`src/sv/dibt_pkg.sv`:
```
package dibt_pkg;

    localparam int CFG_IDX_W  = 3;
    localparam int CFG_DATA_W = 23;

    localparam logic [CFG_IDX_W-1:0] CFG_FLOW_POS = 3'd0;
    localparam logic [CFG_IDX_W-1:0] CFG_FLOW_NEG = 3'd1;
    localparam logic [CFG_IDX_W-1:0] CFG_RATE_POS = 3'd2;
    localparam logic [CFG_IDX_W-1:0] CFG_RATE_NEG = 3'd3;
    localparam logic [CFG_IDX_W-1:0] CFG_ART_FRAC = 3'd4;

    localparam logic [22:0] FLOW_POS_RST = 23'd13107;
    localparam logic [22:0] FLOW_NEG_RST = 23'd13107;
    localparam logic [22:0] RATE_POS_RST = 23'd32768;
    localparam logic [22:0] RATE_NEG_RST = 23'd262144;
    localparam logic [16:0] ART_FRAC_RST = 17'd32768;
    localparam logic [16:0] FRAC_ONE     = 17'd65536;

    localparam logic [30:0] Q30_ONE       = 31'h4000_0000;
    localparam logic [4:0]  EXP_TERMS     = 5'd16;
    localparam logic [23:0] EXP_INT_LIMIT = 24'd22;

    localparam int MUL_A_W   = 48;
    localparam int MUL_B_W   = 32;
    localparam int MUL_RES_W = 56;
    localparam int SUM_W     = 57;

    typedef struct packed {
        logic                 start;
        logic [MUL_A_W-1:0]   a;
        logic [MUL_B_W-1:0]   b;
        logic [5:0]           shift;
        logic                 rnd;
    } mul_req_t;

    // floor((2^32 - 1) / k), used as a reciprocal for the series divisions
    function automatic logic [31:0] recip(input logic [4:0] k);
        logic [31:0] r;
        unique case (k)
            5'd1:    r = 32'd4294967295;
            5'd2:    r = 32'd2147483647;
            5'd3:    r = 32'd1431655765;
            5'd4:    r = 32'd1073741823;
            5'd5:    r = 32'd858993459;
            5'd6:    r = 32'd715827882;
            5'd7:    r = 32'd613566756;
            5'd8:    r = 32'd536870911;
            5'd9:    r = 32'd477218588;
            5'd10:   r = 32'd429496729;
            5'd11:   r = 32'd390451572;
            5'd12:   r = 32'd357913941;
            5'd13:   r = 32'd330382099;
            5'd14:   r = 32'd306783378;
            5'd15:   r = 32'd286331153;
            5'd16:   r = 32'd268435455;
            default: r = 32'd0;
        endcase
        return r;
    endfunction

    function automatic logic signed [SUM_W-1:0] apply_sign(input logic neg,
                                                           input logic [MUL_RES_W-1:0] mag);
        logic signed [SUM_W-1:0] v;
        v = signed'({1'b0, mag});
        return neg ? -v : v;
    endfunction

    function automatic logic signed [31:0] sat32(input logic signed [SUM_W-1:0] v);
        logic signed [31:0] r;
        if (v > SUM_W'(signed'(32'sh7FFF_FFFF))) begin
            r = 32'sh7FFF_FFFF;
        end else if (v < SUM_W'(signed'(32'sh8000_0000))) begin
            r = 32'sh8000_0000;
        end else begin
            r = v[31:0];
        end
        return r;
    endfunction

    function automatic logic signed [47:0] sat48(input logic signed [SUM_W-1:0] v);
        logic signed [47:0] r;
        if (v > SUM_W'(signed'(48'sh7FFF_FFFF_FFFF))) begin
            r = 48'sh7FFF_FFFF_FFFF;
        end else if (v < SUM_W'(signed'(48'sh8000_0000_0000))) begin
            r = 48'sh8000_0000_0000;
        end else begin
            r = v[47:0];
        end
        return r;
    endfunction

endpackage

```
`src/sv/dibt_mul.sv`:
```
module dibt_mul (
    input  logic                      aclk,
    input  logic                      aresetn,
    input  dibt_pkg::mul_req_t        req,
    output logic                      done,
    output logic [dibt_pkg::MUL_RES_W-1:0] result
);
    import dibt_pkg::*;

    localparam int PROD_W = MUL_A_W + MUL_B_W;

    logic [1:0]              phase_reg;
    logic [MUL_A_W-1:0]      a_reg;
    logic [15:0]             bh_reg;
    logic [5:0]              shift_reg;
    logic                    rnd_reg;
    logic [PROD_W-1:0]       acc_reg;
    logic                    done_reg;
    logic [MUL_RES_W-1:0]    result_reg;

    logic [MUL_A_W-1:0]      op_a;
    logic [15:0]             op_b;
    logic [MUL_A_W+15:0]     prod;
    logic [PROD_W-1:0]       rnd_add;
    logic [PROD_W-1:0]       shifted;

    // one 48x16 product per cycle in the start and accumulate phases of a multiply: low half of b first, then high half
    always_comb begin
        op_a    = (phase_reg == 2'd0) ? req.a : a_reg;
        op_b    = (phase_reg == 2'd0) ? req.b[15:0] : bh_reg;
        prod    = op_a * op_b;
        rnd_add = rnd_reg ? (PROD_W'(1) << (shift_reg - 6'd1)) : '0;
        shifted = (acc_reg + rnd_add) >> shift_reg;
    end

    always_ff @(posedge aclk) begin
        if (!aresetn) begin
            phase_reg <= 2'd0;
            done_reg  <= 1'b0;
        end else begin
            done_reg <= 1'b0;
            unique case (phase_reg)
                2'd0: begin
                    if (req.start) begin
                        a_reg     <= req.a;
                        bh_reg    <= req.b[31:16];
                        shift_reg <= req.shift;
                        rnd_reg   <= req.rnd;
                        acc_reg   <= PROD_W'(prod);
                        phase_reg <= 2'd1;
                    end
                end
                2'd1: begin
                    acc_reg   <= acc_reg + (PROD_W'(prod) << 16);
                    phase_reg <= 2'd2;
                end
                2'd2: begin
                    result_reg <= shifted[MUL_RES_W-1:0];
                    done_reg   <= 1'b1;
                    phase_reg  <= 2'd0;
                end
                default: phase_reg <= 2'd0;
            endcase
        end
    end

    assign done   = done_reg;
    assign result = result_reg;

`ifndef ASSERT_OFF
    a_start_idle: assert property (@(posedge aclk) disable iff (!aresetn)
        req.start |-> phase_reg == 2'd0)
        else $error("multiply started while busy");
    a_done_after: assert property (@(posedge aclk) disable iff (!aresetn)
        phase_reg == 2'd2 |=> done_reg)
        else $error("multiply result not flagged");
    a_done_pulse: assert property (@(posedge aclk) disable iff (!aresetn)
        done_reg |-> phase_reg == 2'd0)
        else $error("done while still busy");
`endif

endmodule

```
`config.mk`:
```
export PLATFORM = sky130hd
export DESIGN_NAME = dibt_mul
export DESIGN_NICKNAME = d
export VERILOG_FILES = /design/src/sv/dibt_pkg.sv /design/src/sv/dibt_mul.sv
export SDC_FILE = /design/constraint.sdc
export NUM_CORES = 2
export LEC_CHECK = 0
export BUFFER_PORTS_ARGS = -buffer_cell sky130_fd_sc_hd__buf_2
export CAP_MARGIN = 20
export CORE_MARGIN = 3
export CORE_UTILIZATION = 60
export CTS_CLUSTER_DIAMETER = 150
export DETAILED_ROUTE_END_ITERATION = 8
export GPL_ROUTABILITY_DRIVEN = 0
export GPL_TIMING_DRIVEN = 0
export PLACE_DENSITY = 0.77
export SLEW_MARGIN = 20
export SYNTH_ARGS = -nofsm -noshare
export SYNTH_HDL_FRONTEND = slang
export SYNTH_SLANG_ARGS = --single-unit
```
`constraint.sdc`:
```
create_clock -name aclk -period 13.61 [get_ports aclk]
set_input_delay 3.4025 -clock aclk [delete_from_list [all_inputs] [get_ports aclk]]
set_output_delay 3.4025 -clock aclk [all_outputs]
set_load 0.005 [all_outputs]
```
Word-level counts from Yosys, hierarchy flattened
Cells that the tools add are included.

Flip-flop bits (word level): 210.

Shifts and indexed selects: 2. Muxes and demuxes: 8. $mul: 1. Add/subtract/negate cells: 3. Reduce and logical (&&, ||, !) cells: 5. Equality and inequality tests: 3.

Operators with widths (count): $add 80x80->80 (2); $mux 80 (2); $pmux 80 s2 (1); $shl 1x6->80 const A (1); $shr 80x6->56 (1); $mul 48x16->64 (1); $mux 48 (1); $mux 16 (1); $reduce_and 3->1 (2); $sub 6x1->6 const B (1); $pmux 2 s2 (1); $eq 2x1->1 const B (1); $eq 2x2->1 const B (1); $logic_not 2->1 (1); $mux 2 (1); $ne 2x2->1 const B (1); $reduce_and 2->1 (1); $reduce_bool 2->1 (1); $mux 1 (1).

Depth between registers and ports, before layout
Depth in word-level cells: 5. Mapped depth: 44. Depth with buffers taken out: 39.

Worst setup path before layout
OpenSTA, ideal clock, no wires.

Kind: input -> register. Start point: input port req[11] (netlist bit). End point: register acc_reg[79] (data pin). Slack: 1159 ps. Cell stages on the path: 37. Arrival time: 12185 ps. Path buffers: 1. Library setup time: 266 ps. Path through: mux2i_1 clkbuf_1 nor2_1 fa_1 inv_1 fa_1 fa_1 inv_1 fa_1 fa_1 inv_1 fa_1 inv_1 ha_1 a21oi_1 o21ai_0 o21bai_1 a221oi_1 a21oi_1 nand2b_1 and2_1 o21ai_0 nand2b_1 xor2_1 ha_1 inv_1 or3_1 or3_1 o21ba_2 a22o_1 o311ai_2 a41oi_1 o31ai_1 nor3_1 a311oi_1 xor2_1 nor2_1.

Word-level cells in the longest chain between the ends: 4.

RTL lines: start, declared (line dibt_mul.sv:4) `input dibt_pkg::mul_req_t req,`; $mux 16 (line dibt_mul.sv:30) `op_b = (phase_reg == 2'd0) ? req.b[15:0] : bh_reg;`; $mul 48x16->64 (line dibt_mul.sv:31) `prod = op_a * op_b;`; $add 80x80->80 (line dibt_mul.sv:54) `acc_reg <= acc_reg + (PROD_W'(prod) << 16);`; $pmux 80 s2 (line dibt_mul.sv:42) `unique case (phase_reg)`; end signal, assigned (line dibt_mul.sv:49) `acc_reg <= PROD_W'(prod);`; end signal, assigned (line dibt_mul.sv:54); end, declared (line dibt_mul.sv:17) `logic [PROD_W-1:0] acc_reg;`.

No other way between the ends. A chain may end at the register's enable or synchronous reset.

Worst setup path after layout
Start point: input port req[13] (netlist bit). End point: register acc_reg[79] (data pin).

Same word-level chain as after synthesis.

==> flow_metrics.py <==
metrics = {
    "critical_path": {
        "required_ps": 13970,
        "worstSetupStartpointType": "input port",
        "critPathMostFrequentCell": "fa_1",
        "rr_startpoint": "phase_reg[0]",
        "crit_slowest_cell": "fa_1",
        "critical-path-max-stage-delay_ps": 550,
        "crit_arrival_ps": 13630,
        "crit_fanout": 10,
        "criticalPathCategory": "input port to register",
        "worstSetupEndpointType": "register",
        "setup.worst_path.start": "req[13]",
    },
    "logic_synthesis": {
        "ys_ff_latch": 210,
        "synth_edf_count": 207,
        "postSynthAreaPerCell_um2": 8.46,
        "synthesis.area_mm2": 0.0468,
        "synth_cell_types": 117,
        "synth.yosys.warnings": 0,
        "postSynth.asyncResetShare_pct": 0,
        "net_count_after_synthesis": 6535,
        "synth.yosys.seq_area_share_pct": 13.4,
        "post_synth_inst_count": 5528,
        "ys_dominant_reg_cell": "edfxtp_1",
    },
    "cts": {
        "h-tree-depth": 1,
        "clk_transition_reported_paths_ps": 70,
        "cts_tree": "built",
        "cts_root_buffer_type": "clkbuf_16",
        "cts-buffers-inserted": 28,
        "cts_num_sinks": 210,
        "worst_case_clock_buffer_depth": 3,
        "clkLatencyLatePin_ps": 650,
    },
    "sta": {
        "finalClockSkew_ps": 45.3,
        "layout_worst_path_cycle_share_pct": 97.5,
        "setup_viol": 0,
        "relSlewSlack_pct": 19.4,
        "slew_viol_final": 0,
        "post-route-min-period_ps": 13260,
        "grt_setup_unrepaired": "true",
        "fmax_mhz": 75.4,
        "tightestPinTransition_ps": 1210,
        "final_hold_violating_endpoints": 0,
    },
    "place": {
        "buffer_ports.inserted": 146,
        "hpwl_um": 137000,
        "placedCellCount": 6717,
    },
    "worst_hold_path": {
        "path_category_of_the_worst_min_delay_check": "register to register",
        "hold_start": "phase_reg[0]",
    },
    "route": {
        "wl_per_cell_um": 25.1,
        "detail_route.iter0.violations": 6556,
        "vias": 45100,
        "route.detailed.vias_per_inst": 6.66,
        "drtPass1Iterations": 9,
        "postRouteWirelength_um": 170000,
        "post-route-drc-count": 290,
        "final_antenna_net_count": 0,
    },
    "run": {
        "max_cap_violations": 0,
    },
    "grt": {
        "first_pass_grt_wire_length_um": 259000,
        "antenna_found_initial": 2,
        "gr-total-overflow": 0,
        "gr-usage-all-layers_pct": 41.5,
        "grt_start_max_net_pins": 43,
        "grt_pass1_vias": 44200,
    },
    "final_layout": {
        "commonest_cells_after_routing_fill_and_taps_aside": "824 x nand2_1, 727 x inv_1, 644 x fa_1",
        "filler_cell_count": 6365,
        "layout-area-overhead-vs-synth_pct": 7.51,
        "largest_register_ffs": 80,
        "nets": 6731,
        "share_of_cells_above_drive_strength_1_pct": 8.98,
        "layoutNonFillerInstCount": 6779,
        "layout.cells.most_common": "nand2_1",
    },
    "floorplan": {
        "floorplan_die_area_mm2": 0.0813,
        "start_util_pct": 61.0,
        "count_of_pins_on_the_block_boundary": 147,
        "num_rows": 101,
        "core-area_mm2": 0.0766,
        "die_height_um": 285,
        "die_width_um": 285,
    },
    "status": {
        "violated_checks": "design-rule violations",
        "run_status": "finished with violations",
    },
}
-- worst paths after layout --
| path | depth (start not counted) | slack (ps) | endpoint |
|---|---|---|---|
| max | 39 | 350 | acc_reg[79] |
| min | 1 | 500 | done |
| max reg2reg | 41 | 480 | acc_reg[79] |
| min reg2reg | 1 | 500 | done |
-- cells in the mapped netlist, drive strengths merged (16+ instances only) --
| cell | number | area, um^2 |
|---|---|---|
| nand2 | 824 | 3090 |
| inv | 728 | 2730 |
| fa | 644 | 12900 |
| nor2 | 528 | 1980 |
| a21oi | 305 | 1550 |
| ha | 273 | 3420 |
| o21ai | 216 | 1090 |
| edfxtp | 207 | 6220 |
| clkbuf | 195 | 734 |
| mux2i | 155 | 1570 |
| a21o | 130 | 983 |
| xnor2 | 103 | 902 |
| mux2 | 101 | 1140 |
| nand3 | 84 | 425 |
| buf | 81 | 414 |
| a211oi | 74 | 576 |
| and2 | 72 | 455 |
| nor3 | 72 | 365 |
| xor2 | 62 | 543 |
| nand4 | 60 | 375 |
| and3 | 45 | 282 |
| a31oi | 43 | 290 |
| o21a | 42 | 315 |
| nor2b | 34 | 220 |
| o211ai | 33 | 267 |
| o21bai | 32 | 240 |
| mux4 | 26 | 586 |
| nand2b | 26 | 163 |
| o22ai | 24 | 150 |
| or3 | 22 | 138 |
| o31ai | 18 | 135 |
| o221ai | 17 | 155 |
| a221oi | 16 | 170 |
| a22oi | 16 | 125 |
-- what timing repair did --
item	4_1_cts	5_1_grt
hold endpoints to repair	0	0
hold buffers	0	0
resized for setup	9	51
setup endpoints to repair	2	10
pin swaps	0	0
buffers inserted	0	7
-- stage by stage --
step                setup TNS [ps]  worst slack (ps)  instance area [um^2]  utilization (%)  hold slack, ps
finish                           0               347                 50300             65.6             502
global route                 -36.2             -36.2                 50300             65.6             539
CTS                              0              5.32                 50000             65.3             521
detailed placement           -6740             -1060                 49000             64.0             510
global placement            -16000             -1450                 48800             63.7             477
floorplan                        0              1160                 46800                -             445
-- layer usage --
| metal | track usage, % | wire length (um) |
|---|---|---|
| met1 | 50.3 | 59100 |
| met2 | 61.4 | 70200 |
| met3 | 16.3 | 24900 |
| met4 | 27.4 | 16200 |
| met5 | 0 | 69 |
-- area by class of cell --
class,instances,area (um^2),area share (%)
Multi-Input combinational cell,4314,36800,73.2
Buffer,274,1180,2.36
Timing Repair Buffer,168,985,1.96
Inverter,728,2730,5.44
Clock inverter,24,308,0.612
Tap cell,1030,1290,2.56
Antenna cell,3,7.51,0.0149
Sequential cell,210,6280,12.5
Clock buffer,28,701,1.39
-- critical path: cells and delay by family --
kind,cells,cell delay (ps)
adder cells (fa/ha/maj),8,3680
buffers and inverters,6,710
AO/OA/AOI/OAI,17,4410
XOR/XNOR,2,490
multiplexers,1,340
AND/OR/NAND/NOR,5,580
-- logic make-up after synthesis --
kind of cell,after synthesis,share of synthesized area (%)
AOI/OAI and AO/OA,1130,16.3
xor gates and xnor gates,165,3.09
adders and majority gates,917,34.9
buffers and inverters,1004,8.30
DFF,210,13.4
muxes,282,7.05
and+or+nand+nor,1820,16.9
Power is left out: the tool's default activity adds up to more than one toggle a clock period on the data nets, which glitch-free logic cannot reach.
